**src/lppr_pkg.sv**
```systemverilog
`timescale 1ns / 1ps

package lppr_pkg;

    localparam int MAX_WIDTH = 1024;
    localparam int COL_W     = $clog2(MAX_WIDTH);
    localparam int WID_W     = 11;
    localparam int HGT_W     = 16;
    localparam int SEL_W     = 4;
    localparam int CFG_W     = 16;
    localparam int IDX_W     = 2;

    localparam logic [IDX_W-1:0] REG_PRED_SEL = 2'd0;
    localparam logic [IDX_W-1:0] REG_WIDTH    = 2'd1;
    localparam logic [IDX_W-1:0] REG_HEIGHT   = 2'd2;

    localparam logic [SEL_W-1:0] PRED_W    = 4'd1;
    localparam logic [SEL_W-1:0] PRED_N    = 4'd2;
    localparam logic [SEL_W-1:0] PRED_NW   = 4'd3;
    localparam logic [SEL_W-1:0] PRED_GRAD = 4'd4;
    localparam logic [SEL_W-1:0] PRED_NHW  = 4'd5;
    localparam logic [SEL_W-1:0] PRED_WHN  = 4'd6;
    localparam logic [SEL_W-1:0] PRED_AVG  = 4'd7;
    localparam logic [SEL_W-1:0] PRED_MED  = 4'd8;

    localparam logic [SEL_W-1:0] RST_PRED_SEL = PRED_MED;
    localparam logic [WID_W-1:0] RST_WIDTH    = 11'd1024;
    localparam logic [HGT_W-1:0] RST_HEIGHT   = 16'd1024;

    typedef struct packed {
        logic [7:0] blue;
        logic [7:0] green;
        logic [7:0] red;
    } pixel_t;

    typedef struct packed {
        pixel_t cur;
        pixel_t n;
        pixel_t w;
        pixel_t nw;
    } nbr_t;

    typedef struct packed {
        logic [WID_W-1:0] width;
        logic [HGT_W-1:0] height;
    } geom_t;

    function automatic logic [7:0] residual(input logic [7:0] cur, input logic [7:0] nw,
                                            input logic [7:0] n, input logic [7:0] w,
                                            input logic [SEL_W-1:0] sel);
        logic signed [9:0] sw;
        logic signed [9:0] sn;
        logic signed [9:0] snw;
        logic signed [9:0] dw;
        logic signed [9:0] dn;
        logic signed [9:0] tw;
        logic signed [9:0] tn;
        logic signed [9:0] hw;
        logic signed [9:0] hn;
        logic signed [9:0] grad;
        logic [8:0]        sum;
        logic [7:0]        mx;
        logic [7:0]        mn;
        logic [7:0]        p;
        sw   = signed'({2'b00, w});
        sn   = signed'({2'b00, n});
        snw  = signed'({2'b00, nw});
        dw   = sw - snw;
        dn   = sn - snw;
        tw   = dw + signed'({9'd0, dw[9]});
        tn   = dn + signed'({9'd0, dn[9]});
        hw   = tw >>> 1;
        hn   = tn >>> 1;
        grad = sn + sw - snw;
        sum  = {1'b0, n} + {1'b0, w};
        mx   = (w >= n) ? w : n;
        mn   = (w <= n) ? w : n;
        case (sel)
            PRED_W:    p = w;
            PRED_N:    p = n;
            PRED_NW:   p = nw;
            PRED_GRAD: p = grad[7:0];
            PRED_NHW:  p = n + hw[7:0];
            PRED_WHN:  p = w + hn[7:0];
            PRED_AVG:  p = sum[8:1];
            PRED_MED:
            begin
                if (nw >= mx)
                begin
                    p = mn;
                end
                else if (nw <= mn)
                begin
                    p = mx;
                end
                else
                begin
                    p = grad[7:0];
                end
            end
            default:   p = 8'hFF;
        endcase
        return cur - p;
    endfunction

endpackage

```
**src/lppr_back.sv**
```systemverilog
`timescale 1ns / 1ps

module lppr_back
    import lppr_pkg::*;
(
    input  logic             clk,
    input  logic             rst_n,
    input  logic [SEL_W-1:0] pred_sel,
    input  logic             q_valid,
    output logic             q_pop,
    input  nbr_t             q_data,
    output logic             empty,
    input  logic             pop,
    output pixel_t           res
);

    pixel_t     out_reg [2];
    logic       wr_ptr_reg;
    logic       rd_ptr_reg;
    logic [1:0] count_reg;
    logic [1:0] count_next;
    logic       do_push;
    logic       do_pop;
    pixel_t     calc;

    always_comb
    begin
        calc.red   = residual(q_data.cur.red, q_data.nw.red, q_data.n.red,
                              q_data.w.red, pred_sel);
        calc.green = residual(q_data.cur.green, q_data.nw.green, q_data.n.green,
                              q_data.w.green, pred_sel);
        calc.blue  = residual(q_data.cur.blue, q_data.nw.blue, q_data.n.blue,
                              q_data.w.blue, pred_sel);
    end

    assign do_push = q_valid && (count_reg != 2'd2);
    assign q_pop   = do_push;
    assign empty   = (count_reg == 2'd0);
    assign do_pop  = pop && !empty;
    assign res     = out_reg[rd_ptr_reg];

    always_comb
    begin
        count_next = count_reg;
        if (do_push && !do_pop)
        begin
            count_next = count_reg + 2'd1;
        end
        else if (do_pop && !do_push)
        begin
            count_next = count_reg - 2'd1;
        end
    end

    always_ff @(posedge clk)
    begin
        if (do_push)
        begin
            out_reg[wr_ptr_reg] <= calc;
        end
    end

    always_ff @(posedge clk or negedge rst_n)
    begin
        if (!rst_n)
        begin
            wr_ptr_reg <= 1'b0;
            rd_ptr_reg <= 1'b0;
            count_reg  <= '0;
        end
        else
        begin
            count_reg <= count_next;
            if (do_push)
            begin
                wr_ptr_reg <= !wr_ptr_reg;
            end
            if (do_pop)
            begin
                rd_ptr_reg <= !rd_ptr_reg;
            end
        end
    end

endmodule

```
**config.mk**
```make
export PLATFORM = sky130hd
export DESIGN_NAME = lppr_back
export DESIGN_NICKNAME = d
export VERILOG_FILES = /design/src/lppr_pkg.sv /design/src/lppr_back.sv
export SDC_FILE = /design/constraint.sdc
export NUM_CORES = 1
export LEC_CHECK = 0
export ABC_CLOCK_PERIOD_IN_PS = 5800
export BUFFER_PORTS_ARGS = -buffer_cell sky130_fd_sc_hd__buf_2
export CAP_MARGIN = 20
export CORE_MARGIN = 3
export CORE_UTILIZATION = 54
export CTS_BUF_LIST = sky130_fd_sc_hd__clkbuf_4
export DETAILED_ROUTE_END_ITERATION = 10
export PLACE_DENSITY = 0.74
export SLEW_MARGIN = 20
export SYNTH_ARGS = -nofsm -noshare
export SYNTH_HDL_FRONTEND = slang
export SYNTH_SLANG_ARGS = --single-unit
```
**constraint.sdc**
```tcl
create_clock -name clk -period 5.8 [get_ports clk]
set_clock_uncertainty 0.15 [all_clocks]
set_input_delay 0.87 -clock clk [delete_from_list [all_inputs] [get_ports clk]]
set_output_delay 0.87 -clock clk [all_outputs]
set_load 0.01 [all_outputs]
```
## Yosys cells after proc, flatten, opt, wreduce, memory -nomap -nowiden

Memories as Yosys holds them, arrays and structs flattened.
Cells that the tools add are included.

| storage, ports and cells | value |
|---|---|
| register bits | 4 |
| bits in latches | 0 |
| bits in writable memories | 48 |
| bits in read-only memories | 0 |
| input port bits | 104 |
| output and inout port bits | 26 |
| word-level logic and storage cells | 87 |
| memories kept | 1 |

Memories:

| name | words | bits a word | read ports | clocked after memory_dff | wr ports | line | source |
|---|---|---|---|---|---|---|---|
| out_reg | 2 | 24 | 1 | 0 | 1 | lppr_back.sv:17 | `pixel_t out_reg [2];` |

| operators by class | value |
|---|---|
| add/sub/neg operators | 32 |
| $mul | 0 |
| div/mod/pow operators | 0 |
| order comparisons | 12 |
| equality and inequality tests | 9 |
| shifts and indexed selects | 0 |
| multiplexer cells | 19 |
| bitwise operators | 0 |
| reduce and logical (&&, ||, !) cells | 11 |

Operators by type and width:

| cell | count |
|---|---|
| $pmux 8 s8 | 3 |
| $mux 8 | 12 |
| $add 8x8->8 | 9 |
| $add 9x2->9 | 6 |
| $sub 8x8->9 | 6 |
| $ge 8x8->1 | 6 |
| $le 8x8->1 | 6 |
| $sub 8x8->8 | 6 |
| $add 8x8->9 | 3 |
| $eq 4x3->1 const B | 4 |
| $eq 4x2->1 const B | 2 |
| $logic_not 1->1 | 5 |
| $eq 4x1->1 const B | 1 |
| $eq 4x4->1 const B | 1 |
| $logic_and 1x1->1 | 4 |
| $mux 2 | 2 |
| $add 2x1->2 const B | 1 |
| $logic_not 2->1 | 1 |
| $mux 1 | 2 |
| $ne 2x2->1 const B | 1 |
| $reduce_bool 2->1 | 1 |
| $sub 2x1->2 const B | 1 |

## Logic depth before layout (Yosys ltp)

| depth | value |
|---|---|
| depth in word-level cells | 7 |
| gate-level depth with buffers | 30 |
| mapped depth without buffers | 27 |

## Worst setup path after synthesis

OpenSTA, ideal clock, no wires.

| timing path | value |
|---|---|
| kind | input to register |
| from | input q_data[71] in the netlist's numbering |
| to | memory out_reg[0][23] in the netlist's numbering, data pin |
| library setup time | 266 ps |
| data arrival time | 5504 ps |
| required time | 5384 ps |
| setup slack | -120 ps |
| cell stages on the path | 26 |
| buffers on the path | 3 |
| cell sequence | clkbuf_1 inv_1 ha_1 nand2_1 nor2_1 a211oi_1 o21a_1 buf_2 mux2i_1 ha_1 a21o_1 a31oi_1 o21ai_0 o41ai_2 clkbuf_1 mux2i_1 a21oi_1 ha_1 a21oi_1 o21ai_0 a21o_1 a21oi_1 o21bai_1 a21oi_1 xnor2_1 xnor2_1 |

RTL lines:

| element | line | source |
|---|---|---|
| start: declaration | lppr_back.sv:11 | `input nbr_t q_data,` |
| end: declaration | lppr_back.sv:17 |  |

==> results.md <==
- Status: finished, final reports clean
- Static leakage: 8.12 nW
- Gr usage total: 0.309
- Htree depth: 2
- Distinct cell type count after synthesis: 69
- Layout cells sized above 1: 0.311
- Routed WL per cell: approximately 19 um
- Biggest area consumer among synthesized cells: ha_1
- Final std cells w/o fill: around 2300
- CTS tree: built
- Maximum root-to-sink buffer count: 2
- Hold Fails Final Rpt: 0
- Adder-Cell Fraction of Synth Area: 0.288
- Worst EP arrival: 5.69 ns
- Netlist Area Pre-Place: ~0.013 mm^2
- First-pass GRT wire length: 66.0 mm
- Buf+Inv Stages, Crit Path: 4
- Crit path required time: 5.77 ns
- Startpoint Class: primary input
- Pwr dens: roughly 220 mW/mm^2
- Syn-to-layout area delta: 30.8%
- Worst R2R Path Depth: 3
- Fin crit share: 0.987
- Crit-path slowest cell: fa_1
- Number of synthesized flops with an enable pin: between 40 and 50
- Largest stage delay, worst path: about 0.40 ns
- GR Overflow Total: 0
- Die H: between 150 and 200 um
- Gp weighted congestion: 0.954
- DP HPWL: approximately 35 mm
- Post-Synth Simple-Gate Area: 0.135
- Largest net degree at the start of global routing: 26
- Clock Tree Root: clkbuf_4
- #FFs+latches synth: 52
- CTS Hold Bufs: 0
- Num CTS Buffers: 5
- Clk sinks: 52
- Most used DFF post-synth: edfxtp_1
- Overall routed net length: approximately 43 mm
- Number of I/O pins: 130
- Design Power: about 3.8 mW
- Core Util, Final: 0.734
- Syn Area/Cell: between 8 and 9 um^2
- Detailed-route via count: 13500
- Crit Path Max Fanout: 2
- Max Fclk: 0.175 GHz
- Synth cell count leaders: ha_1 (235), inv_1 (157), a21oi_1 (122)
- Yosys warns: 0
- Most frequent cell after synthesis: ha_1
- Final setup fails: 0
- Post-synthesis sequential area ratio: 0.119
- Vias in the first global route: approximately 13000
- Die area: 0.0258 mm^2
- Clock slew at reported path FFs: 0.13 ns
- Post-synthesis mux area share: 0.0545
- Pre-CTS setup slack: -0.973 ns
- Worst slew margin: 0.293
- Share of Yosys cell area claimed by the top area cell type: 0.227
- Peak supply drop: 0.000244 V
- Ys async rst share: 0.0769
- Die width: approximately 160 um
- Std cell rows: 55
- Remaining DRCs: 0
- Fillers: approximately 1800
- Antenna viol nets, final: 0
- Initial antenna violation count: 0
- Vias per std cell: between 5 and 6
- Ant diodes: 0
- DRT Pass-1 Iters: 9
- Maxcap violations: 0
- Final WS setup: 0.0762 ns
- Synth area leaders: ha_1 (23%), edfxtp_1 (11%), xnor2_1 (7.0%)
- Worst Hold Class: in -> async
- Critical Path End Type: register
- WS Path Type: in -> reg
- Placed insts: between 2000 and 2500
- Clk_lat worst skew: approximately 0.35 ns
- Port bufs: 129
- Setup_tns: 0 ns
- Starting Density: 0.561
- Largest family of logic cells by synthesized area: adder cells
- Final slew viol count: 0
- Nets: 2349
- Flip-flop count of the largest register, all copies and words added: between 40 and 50
- Syn_nets: 1930
- Complex-gate fraction of the synthesized area: 0.223
- Worst path top cell family by delay: compound AO/OA/AOI/OAI gates
- Core ar.: 0.0231 mm^2
- Initial DRC count: between 1000 and 1500
- Xor/xnor share of the synthesized area: 0.123
- Stages on worst setup path: 27
- Final period demand of the worst path: around 5.7 ns
- Worst Tran Pin Value: 1.06 ns
- Gate Count Post-Synth: 1552
==> cell type report <==
type | count | area, um^2 | share of cell area
sequential | 52 | 1540 | 0.0912
timing repair buffer | 447 | 3090 | 0.183
clock inverter | 2 | 11.3 | 0.000666
clock buffer | 6 | 45.0 | 0.00266
inverter | 157 | 589 | 0.0348
multi-input combinational | 1308 | 11200 | 0.665
tap | 313 | 392 | 0.0232
==> stage by stage <==
step           cell area (um^2)  hold WS, ns
3_3_place_gp              16200        0.343
6_report                  16900        0.141
2_1_floorplan             12900        0.310
3_5_place_dp              16200        0.351
4_1_cts                   16300        0.124
5_1_grt                   16900        0.118
==> cells by family after synthesis <==
family,count (synthesis)
fa+ha+maj,274
buf+inv,192
xor+xnor,182
flops,52
mux,67
simple gates,353
compound gates,432
==> power breakdown <==
part           switching, mW  internal [mW]  total [mW]
Clock                  0.101         0.0510       0.152
Combinational           1.56           1.44        3.00
Sequential            0.0665          0.576       0.643
Total                   1.73           2.06        3.79
==> worst paths after layout <==
path / from / end / slack, ns
max: q_data[32] / out_reg[0][15] / 0.08
min: rst_n / count_reg[1] / 0.14
min in group clk: wr_ptr_reg / wr_ptr_reg / 0.37
max in group asynchronous: rst_n / wr_ptr_reg / 5.24
min reg2reg: wr_ptr_reg / wr_ptr_reg / 0.37
max reg2reg: count_reg[0] / out_reg[1][0] / 3.89
==> placed cells by master, fill, tap and decap left out, types with 6 or more instances in the layout <==
master     instances
inv_1            152
fa_1              29
buf_4            313
a211oi_2          11
and3_1             9
edfxtp_1          48
nand2_1           63
nor4_1            10
and2_1             9
o21ai_0           58
o211ai_1          21
clkbuf_4           6
a221oi_1           8
a211oi_1           8
buf_2            129
nor2b_1           22
nand2b_1          21
o21ai_1           11
o21bai_1          27
o22ai_1           12
nand4_1           21
a22oi_1           20
fa_2              10
a222oi_1          16
xnor2_1           97
nand3_1           31
nor2_1           104
nor3_1            21
o21a_1            15
xnor2_2            7
a21oi_1           95
a21o_1            37
ha_4               6
o2111ai_1          6
mux2i_1           35
ha_1             225
a21oi_2           29
xor2_1            72
mux2_2            27
==> routing by layer <==
layer  GRT usage  share of wire  vias up
met2       0.522           0.46      635
met1       0.425           0.43     6254
met3      0.0250          0.078      109
met4      0.0856          0.033        0
met5           0              0        -
li1            -              -     6490
==> timing repair <==
item / 4_1_cts / 5_1_grt
gates cloned: 0 / 1
buffers inserted: 2 / 16
setup endpoints to repair: 6 / 22
endpoints found under the hold margin: 0 / 0
pin swaps: 4 / 56
gates resized for setup: 19 / 115
No activity file was read; power rests on OpenSTA's default activity.
