<file path="src/lppr_pkg.sv">
`timescale 1ns / 1ps

package lppr_pkg;

    localparam int MAX_WIDTH = 1024;
    localparam int COL_W     = $clog2(MAX_WIDTH);
    localparam int WID_W     = 11;
    localparam int HGT_W     = 16;
    localparam int SEL_W     = 4;
    localparam int CFG_W     = 16;
    localparam int IDX_W     = 2;

    localparam logic [IDX_W-1:0] REG_PRED_SEL = 2'd0;
    localparam logic [IDX_W-1:0] REG_WIDTH    = 2'd1;
    localparam logic [IDX_W-1:0] REG_HEIGHT   = 2'd2;

    localparam logic [SEL_W-1:0] PRED_W    = 4'd1;
    localparam logic [SEL_W-1:0] PRED_N    = 4'd2;
    localparam logic [SEL_W-1:0] PRED_NW   = 4'd3;
    localparam logic [SEL_W-1:0] PRED_GRAD = 4'd4;
    localparam logic [SEL_W-1:0] PRED_NHW  = 4'd5;
    localparam logic [SEL_W-1:0] PRED_WHN  = 4'd6;
    localparam logic [SEL_W-1:0] PRED_AVG  = 4'd7;
    localparam logic [SEL_W-1:0] PRED_MED  = 4'd8;

    localparam logic [SEL_W-1:0] RST_PRED_SEL = PRED_MED;
    localparam logic [WID_W-1:0] RST_WIDTH    = 11'd1024;
    localparam logic [HGT_W-1:0] RST_HEIGHT   = 16'd1024;

    typedef struct packed {
        logic [7:0] blue;
        logic [7:0] green;
        logic [7:0] red;
    } pixel_t;

    typedef struct packed {
        pixel_t cur;
        pixel_t n;
        pixel_t w;
        pixel_t nw;
    } nbr_t;

    typedef struct packed {
        logic [WID_W-1:0] width;
        logic [HGT_W-1:0] height;
    } geom_t;

    function automatic logic [7:0] residual(input logic [7:0] cur, input logic [7:0] nw,
                                            input logic [7:0] n, input logic [7:0] w,
                                            input logic [SEL_W-1:0] sel);
        logic signed [9:0] sw;
        logic signed [9:0] sn;
        logic signed [9:0] snw;
        logic signed [9:0] dw;
        logic signed [9:0] dn;
        logic signed [9:0] tw;
        logic signed [9:0] tn;
        logic signed [9:0] hw;
        logic signed [9:0] hn;
        logic signed [9:0] grad;
        logic [8:0]        sum;
        logic [7:0]        mx;
        logic [7:0]        mn;
        logic [7:0]        p;
        sw   = signed'({2'b00, w});
        sn   = signed'({2'b00, n});
        snw  = signed'({2'b00, nw});
        dw   = sw - snw;
        dn   = sn - snw;
        tw   = dw + signed'({9'd0, dw[9]});
        tn   = dn + signed'({9'd0, dn[9]});
        hw   = tw >>> 1;
        hn   = tn >>> 1;
        grad = sn + sw - snw;
        sum  = {1'b0, n} + {1'b0, w};
        mx   = (w >= n) ? w : n;
        mn   = (w <= n) ? w : n;
        case (sel)
            PRED_W:    p = w;
            PRED_N:    p = n;
            PRED_NW:   p = nw;
            PRED_GRAD: p = grad[7:0];
            PRED_NHW:  p = n + hw[7:0];
            PRED_WHN:  p = w + hn[7:0];
            PRED_AVG:  p = sum[8:1];
            PRED_MED:
            begin
                if (nw >= mx)
                begin
                    p = mn;
                end
                else if (nw <= mn)
                begin
                    p = mx;
                end
                else
                begin
                    p = grad[7:0];
                end
            end
            default:   p = 8'hFF;
        endcase
        return cur - p;
    endfunction

endpackage

</file>
<file path="src/lppr_queue.sv">
`timescale 1ns / 1ps

module lppr_queue
    import lppr_pkg::*;
(
    input  logic clk,
    input  logic rst_n,
    input  logic push,
    output logic ready,
    input  nbr_t wr_data,
    output logic valid,
    input  logic pop,
    output nbr_t rd_data
);

    nbr_t       data_reg [2];
    logic       wr_ptr_reg;
    logic       rd_ptr_reg;
    logic [1:0] count_reg;
    logic [1:0] count_next;
    logic       do_push;
    logic       do_pop;

    assign ready   = (count_reg != 2'd2);
    assign valid   = (count_reg != 2'd0);
    assign do_push = push && ready;
    assign do_pop  = pop && valid;
    assign rd_data = data_reg[rd_ptr_reg];

    always_comb
    begin
        count_next = count_reg;
        if (do_push && !do_pop)
        begin
            count_next = count_reg + 2'd1;
        end
        else if (do_pop && !do_push)
        begin
            count_next = count_reg - 2'd1;
        end
    end

    always_ff @(posedge clk)
    begin
        if (do_push)
        begin
            data_reg[wr_ptr_reg] <= wr_data;
        end
    end

    always_ff @(posedge clk or negedge rst_n)
    begin
        if (!rst_n)
        begin
            wr_ptr_reg <= 1'b0;
            rd_ptr_reg <= 1'b0;
            count_reg  <= '0;
        end
        else
        begin
            count_reg <= count_next;
            if (do_push)
            begin
                wr_ptr_reg <= !wr_ptr_reg;
            end
            if (do_pop)
            begin
                rd_ptr_reg <= !rd_ptr_reg;
            end
        end
    end

endmodule

</file>
<file path="config.mk">
export PLATFORM = sky130hd
export DESIGN_NAME = lppr_queue
export DESIGN_NICKNAME = d
export VERILOG_FILES = /design/src/lppr_pkg.sv /design/src/lppr_queue.sv
export SDC_FILE = /design/constraint.sdc
export NUM_CORES = 1
export LEC_CHECK = 0
export ABC_CLOCK_PERIOD_IN_PS = 6500
export BUFFER_PORTS_ARGS = -buffer_cell sky130_fd_sc_hd__buf_2
export CORE_MARGIN = 5
export CORE_UTILIZATION = 52
export CTS_CLUSTER_DIAMETER = 100
export CTS_CLUSTER_SIZE = 25
export DETAILED_ROUTE_END_ITERATION = 8
export PLACE_DENSITY = 0.79
export SLEW_MARGIN = 30
export SYNTH_ARGS = -nofsm -noshare
export SYNTH_HDL_FRONTEND = slang
export SYNTH_SLANG_ARGS = --single-unit
</file>
<file path="constraint.sdc">
create_clock -name clk -period 6.5 [get_ports clk]
set_input_delay 0.325 -clock clk [delete_from_list [all_inputs] [get_ports clk]]
set_output_delay 0.325 -clock clk [all_outputs]
set_load 0.01 [all_outputs]
</file>
Word-level counts from Yosys, hierarchy flattened

Memory sizes are Yosys's and may differ from the RTL's.
Cells that the tools add are included.

Register bits after elaboration: 4
Bits in writable memories: 192
Bits of input ports: 100
Output and inout port bits: 98
Logic and storage cells: 21
Memories kept: 1

Memories:

| name     | words | width | rd ports | clocked after memory_dff | write ports | line             | source |
|---|---|---|---|---|---|---|---|
| data_reg | 2     | 96    | 1        | 0                        | 1           | lppr_queue.sv:16 | `nbr_t data_reg [2];` |

$add $sub $neg: 2
Equal/unequal tests: 1
Multiplexer cells: 4
Reductions and logical operators: 10

Operator list:

| operator            | count |
|---|---|
| $logic_and 1x1->1   | 4 |
| $logic_not 1->1     | 4 |
| $mux 2              | 2 |
| $reduce_bool 2->1   | 2 |
| $add 2x1->2 const B | 1 |
| $mux 1              | 2 |
| $ne 2x2->1 const B  | 1 |
| $sub 2x1->2 const B | 1 |

Depth between registers and ports, before layout

Gate-level depths: netlist of run 1.

Depth after elaboration: 6
Gate-level depth with buffers: 7
Gate-level depth less buffers: 7

Worst setup path after synthesis of run 1

OpenSTA, ideal clock, no wires.

Kind: register to register
Start: register count_reg[0]
End: memory data_reg[0][0] (netlist bit) (enable)
Setup time: 0.551 ns
Arrival time: 4.697 ns
Required time: 5.949 ns
Setup slack: 1.252 ns
Stages on the path, launching flop included: 4
Buffers on the path: 0
Clock period less this slack: 5.248 ns
Cell sequence: dfrtp_1 nand2b_1 nand2_1 nor2_1

Longest elaborated chain between the ends: 4

Ends and longest elaborated chain:

| what                         | line             | source |
|---|---|---|
| start, declared              | lppr_queue.sv:19 | `logic [1:0] count_reg;` |
| start signal, assigned       | lppr_queue.sv:61 | `count_reg <= count_next;` |
| $ne 2x2->1                   | lppr_queue.sv:24 | `assign ready = (count_reg != 2'd2);` |
| via ready                    | lppr_queue.sv:9  | `output logic ready,` |
| $logic_and 1x1->1            | lppr_queue.sv:26 | `assign do_push = push && ready;` |
| $mux 1                       | lppr_queue.sv:45 | `if (do_push)` |
| $mux 1 (implied by the code) | lppr_queue.sv:47 | `data_reg[wr_ptr_reg] <= wr_data;` |
| end, declared                | lppr_queue.sv:16 |  |

The timed path passes the listed nets, and every way through them passes these cells.

==> results.yml, run 1 <==
layout:
  nets: 628
  stdcell_area_mm2: 0.00899
  multi_input_area_mm2: 0.00130
  ff_latch_area_mm2: 0.00587
  drive_above_1_share: 0.606
  final_common_cell: "buf_2"
  final-instance-count-excl-fill: 719
  final_core_util: 0.653
  final_cell_mix: "197 x buf_2, 192 x edfxtp_1, 66 x mux2_2, 30 x mux2_4, 17 x clkbuf_16"
  largest_reg_flops: 192
  n_fill_cell: 943
  syn_to_final_growth_pct: 24.2
floorplan:
  row_count: 43
  ios: 198
  dieArea_mm2: 0.0164
  die_h_um: 128
  core_region_area_mm2: 0.0138
  initial_core_util: 0.526
  chipWidth_um: 128
route:
  dr.pass1.iters: 4
  avgRoutedWirePerCell_um: 18.1
  drt_iter0_markers: 231
  num_vias: 3551
  vias_per_cell: 4.94
  drtAntennaViolNets: 0
  wl_mm: 13.0
  drc: 0
global_routing:
  grt_overflow: 0
  grt_pass1_wl_mm: 20.1
  grt_max_degree: 60
  antenna_found_initial: 1
  grt_pass1_vias: 3954
  grt_usage: 0.163
pwr:
  finalPower_mw: 4.02
  power_leakage_nw: 3.45
  peakVddDrop_uv: 254
  p_per_area_mw_per_mm2: 447
timing:
  timing.fmax_mhz: 341
  timing.hold.ws_ns: 0.0903
  worst_pin_slew_ns: 0.820
  rsz0062_at_grt: "false"
  fin_crit_sh: 0.451
  final_hold_viol_count: 0
  setup_tns_ns: 0
  fin_ws_ns: 3.57
  skew_ns: 0.00734
  slew_viol_final: 0
  slew_headroom: 0.453
  fin_crit_ns: 2.93
  setup_viol: 0
critical_path:
  max_stage_delay_ns: 0.82
  worstPathMaxFanout: 56
  cp-end-kind: "output pin"
  startpoint_type: "flip-flop"
  worstPathArrival_ns: 2.60
  critPathKind: "reg2out"
  worstPathRequired_ns: 6.17
  path_cells: "buf_4 -> mux2_2 -> buf_2"
  crit_slowest_cell: "dfrtp_4"
clocking:
  postCtsHoldBufs: 1
  clk_transition_reported_paths_ns: 0.06
  cts_sinks: 196
  cts_tree: "yes"
  clock_latency_ns: 0.42
  cts_buffers: 17
  cts.htree.levels: 4
  post_cts_buffers: 0
  clock-root-buffer: "clkbuf_16"
  clockBufferDepth: 2
  post_cts_resized: 0
yosys:
  syn-num-nets: 418
  synth.area.mux_share: 0.165
  synth_compound_area_frac: 0
  synthAdderAreaFrac: 0.00173
  avgSynthCellArea_um2: 22.8
  synth-xor-area-share: 0.00605
  syn_area_mm2: 0.00724
  synth_top_family_by_area: "multiplexers"
  ys_seq_area_frac: 0.810
  ys_warn_count: 0
  syn_inst: 317
  ys_ff_latch: 196
  yosys.area_share.simple: 0.00467
  ys_types: 15
outcome:
  outcome: "finished clean"
placed_design:
  gp_congestion: 0.753
  placed_cell_area_mm2: 0.00841
  dpl.cell_count: 687
  port_buffers: 197
  dpl.hpwl_mm: 9.05
  pre_cts_ws_ns: 3.98
run:
  maxCapViolations: 0
min_path:
  holdCritPathClass: "in2reg"
per-layer routing:
metal	track usage	vias to the layer above	wire length, um
met5	0	-	13
met4	0.0581	2	198
met3	0.0671	15	1140
met2	0.267	146	6490
met1	0.195	1707	5150
li1	-	1681	-
worst max-delay path, delay by kind of cell (launching register included):
kind | cells | cell delay, ns
buffers and inverters | 2 | 0.89
flip-flops | 1 | 0.82
multiplexers | 1 | 0.42
cell usage after synthesis:
cell | instances | share of area
ha_1 | 1 | 0.0017
edfxtp_1 | 192 | 0.80
or2_2 | 1 | 0.00086
dfrtp_1 | 4 | 0.014
buf_2 | 6 | 0.0041
xor2_1 | 2 | 0.0024
mux2_4 | 30 | 0.062
nand2_1 | 2 | 0.0010
xnor2_1 | 3 | 0.0036
inv_1 | 1 | 0.00052
and3_1 | 1 | 0.00086
mux2_2 | 66 | 0.10
nand2b_1 | 1 | 0.00086
nor2_1 | 2 | 0.0010
buf_6 | 5 | 0.0078
kinds of logic after synthesis:
kind of cell,count (synthesis)
simple gates,7
xor+xnor,5
buf+inv,12
fa+ha+maj,1
mux,96
flops,196
layout make-up:
cell class / instances / area share
diodes: 1 / 0.000278
clock buffers: 20 / 0.0485
clock inverters: 10 / 0.0150
inverters: 1 / 0.000417
multi-input cells: 109 / 0.144
flip-flops and latches: 196 / 0.653
well taps: 180 / 0.0250
repair buffers: 202 / 0.114
final timing paths:
| path | startpoint | to | slack (ns) | cells after the start |
|---|---|---|---|---|
| worst max-delay path | rd_ptr_reg | rd_data[10] | 3.57 | 3 |
| worst min-delay path | wr_data[30] | data_reg[0][30] | 0.09 | 1 |
| worst max register to register | count_reg[0] | data_reg[1][12] | 4.19 | 3 |
| worst min register to register | count_reg[1] | count_reg[1] | 0.52 | 1 |
| max in group asynchronous | rst_n | rd_ptr_reg | 6.12 | 2 |
| min in group asynchronous | rst_n | count_reg[1] | 0.25 | 2 |
power by group:
part / switching [mW] / internal (mW)
clock: 0.405 / 0.598
combinational: 0.594 / 0.571
sequential: 0.123 / 1.73
total: 1.12 / 2.90
Note: power is estimated with default switching activity, not from simulation.
==> inputs of run 2 (changes only) <==
--- a/config.mk
+++ b/config.mk
@@ -5,14 +5,15 @@
 export SDC_FILE = /design/constraint.sdc
 export NUM_CORES = 1
 export LEC_CHECK = 0
-export ABC_CLOCK_PERIOD_IN_PS = 6500
+export ABC_AREA = 1
+export ABC_CLOCK_PERIOD_IN_PS = 2410
 export BUFFER_PORTS_ARGS = -buffer_cell sky130_fd_sc_hd__buf_2
 export CORE_MARGIN = 5
-export CORE_UTILIZATION = 52
+export CORE_UTILIZATION = 47
 export CTS_CLUSTER_DIAMETER = 100
 export CTS_CLUSTER_SIZE = 25
 export DETAILED_ROUTE_END_ITERATION = 8
-export PLACE_DENSITY = 0.79
+export PLACE_DENSITY = 0.76
 export SLEW_MARGIN = 30
 export SYNTH_ARGS = -nofsm -noshare
 export SYNTH_HDL_FRONTEND = slang
==> constraint.sdc (replaced) <==
create_clock -name clk -period 2.41 [get_ports clk]
set_input_delay 0.1205 -clock clk [delete_from_list [all_inputs] [get_ports clk]]
set_output_delay 0.1205 -clock clk [all_outputs]
set_load 0.01 [all_outputs]
==> results.yml, run 2 <==
outcome:
  outcome: "finished clean"
timing:
  timing.fmax_mhz: 515
  fin_crit_ns: 1.94
  skew_ns: 0.00881
  slew_headroom: 0.690
  rsz0062_at_grt: "false"
  final_hold_viol_count: 0
  slew_viol_final: 0
  setup_viol: 0
  setup_tns_ns: 0
  timing.hold.ws_ns: 0.0286
  worst_pin_slew_ns: 0.466
  fin_ws_ns: 0.470
  fin_crit_sh: 0.805
clocking:
  cts_buffers: 17
  clk_transition_reported_paths_ns: 0.06
  clock-root-buffer: "clkbuf_16"
  post_cts_buffers: 0
  cts_tree: "yes"
  cts_sinks: 196
  post_cts_resized: 0
  clockBufferDepth: 2
  postCtsHoldBufs: 98
  cts.htree.levels: 4
  clock_latency_ns: 0.42
layout:
  final_core_util: 0.657
  nets: 931
  drive_above_1_share: 0.285
  n_fill_cell: 1061
  largest_reg_flops: 192
  final_cell_mix: "296 x nand2_1, 197 x buf_2, 192 x edfxtp_1, 98 x dlygate4sd3_1, 17 x clkbuf_16"
  final_common_cell: "nand2_1"
  final-instance-count-excl-fill: 1033
  stdcell_area_mm2: 0.00995
  syn_to_final_growth_pct: 38.0
global_routing:
  grtUsageMet3: 0.0563
  met1_usage: 0.220
  grt_usage: 0.186
  busiest_layer: "met2"
  grt_max_degree: 98
  grt_pass1_wl_mm: 25.8
  grt_pass1_vias: 4987
  grt_overflow: 0
  antenna_found_initial: 1
  use_met2: 0.323
yosys:
  synth_ff_type: "edfxtp_1"
  ys_ff_latch: 196
  synth_edf_count: 192
  synth_compound_area_frac: 0
  synth_area_leader_cell: "edfxtp_1"
  yosys.area_share.simple: 0.158
  synth.most_common_cell: "nand2_1"
  yosys-top-cells-count: "298 x nand2_1, 192 x edfxtp_1, 12 x buf_2, 6 x inv_1, 5 x buf_4"
  ys_types: 14
  synth_top_family_by_area: "simple AND/OR/NAND/NOR gates"
  syn_inst: 530
  synthAdderAreaFrac: 0.00174
  async_flop_share: 0.0204
  syn-num-nets: 631
  synth.area.mux_share: 0
  synth.area.top_cells: "edfxtp_1 80%, nand2_1 16%, dfrtp_1 1.4%, buf_2 0.83%, buf_6 0.62%"
  avgSynthCellArea_um2: 13.6
  synth-xor-area-share: 0.00243
  syn_area_mm2: 0.00721
  synth_top_area_frac: 0.800
  ys_warn_count: 0
  ys_seq_area_frac: 0.814
pwr:
  p_per_area_mw_per_mm2: 1120
  finalPower_mw: 11.2
  power_leakage_nw: 4.29
  peakVddDrop_uv: 581
min_path:
  hp-start: "push"
  holdCritPathClass: "in2reg"
  min_path_cells: 3
  holdPathEnd: "wr_ptr_reg"
placed_design:
  port_buffers: 197
  dpl.hpwl_mm: 9.58
  pre_cts_ws_ns: 0.862
  gp_congestion: 0.812
  dpl.cell_count: 901
  placed_cell_area_mm2: 0.00842
critical_path:
  critPathKind: "reg2out"
  cp_num_buf_inv: 3
  rrSetupSlack_ns: 0.85
  cp-end-kind: "output pin"
  critPathTopFamily: "buffers and inverters"
  path_cells: "inv_4 -> buf_4 -> nand2_1 -> nand2_1 -> buf_2"
  path_common_cell: "nand2_1"
  worstPathRequired_ns: 2.29
  r2r_start: "count_reg[0]"
  regToRegEndpoint: "data_reg[0][32]"
  max_stage_delay_ns: 0.50
  r2r_cells: 5
  crit_slowest_cell: "dfrtp_4"
  worstPathMaxFanout: 29
  worstPathArrival_ns: 1.82
  cp-startpoint: "rd_ptr_reg"
  startpoint_type: "flip-flop"
route:
  vias_per_cell: 4.83
  wl_mm: 16.6
  drt_iter0_markers: 223
  drc: 0
  dr.pass1.iters: 4
  drtAntennaViolNets: 0
  avgRoutedWirePerCell_um: 16.1
  num_vias: 4986
floorplan:
  core_region_area_mm2: 0.0151
  dieArea_mm2: 0.0179
  initial_core_util: 0.476
  row_count: 45
  die_h_um: 134
  ios: 198
  chipWidth_um: 134
run:
  maxCapViolations: 0
-- run 2: cell count changes in the layout (fill, tap and decap cells not counted), moves of 2 or more --
cell / delta
clkbuf_1: -2
dlygate4sd3_1: +97
nand2_1: +294
bufinv_16: -2
inv_6: +3
mux2_2: -66
mux2_4: -30
buf_12: +4
xnor2_1: -2
nand2_4: +2
clkinv_2: +5
nand3_1: +2
inv_1: +4
-- run 2: cell type report --
cell class | instances | area (um^2) | share of cell area
Antenna cell | 2 | 5.00 | 0.000503
Clock buffer | 18 | 429 | 0.0431
Clock inverter | 14 | 110 | 0.0111
Inverter | 7 | 28.8 | 0.00289
Multi-Input combinational cell | 306 | 1200 | 0.121
Sequential cell | 196 | 5870 | 0.590
Tap cell | 188 | 235 | 0.0236
Timing Repair Buffer | 302 | 2070 | 0.208
-- run 2: per-layer routing --
layer  part of all wire  vias up
met3              0.075       31
met4              0.018        0
met5                  0        -
met1               0.39     2376
li1                   -     2386
met2               0.52      193
-- run 2: worst register-to-register path, stage by stage, from the launching register on --
cell     delay (ns)
dfrtp_1        0.41
inv_2          0.08
nand2_4        0.08
nand2_4        0.08
nor2_4         0.14
buf_4          0.40
-- run 2: cells by family after synthesis --
logic type	count (synthesis)
adders and majority gates	1
and+or+nand+nor	303
DFF	196
xor gates and xnor gates	2
buffers and inverters	28
-- run 2: report_power, final --
part           internal [mW]  total [mW]  switching, mW
registers               4.66        4.86          0.198
logic                   1.28        3.75           2.47
clock network           1.42        2.59           1.17
total                   7.36        11.2           3.84
-- run 2: worst max path at each step --
stage	slack, ns	cells after the start	endpoint
4_1_cts	0.43	5	rd_data[15]
3_3_place_gp	0.90	5	data_reg[0][23]
6_report	0.47	5	rd_data[15]
2_1_floorplan	-0.04	4	data_reg[0][0]
3_5_place_dp	0.86	5	data_reg[0][36]
5_1_grt	0.34	5	rd_data[80]
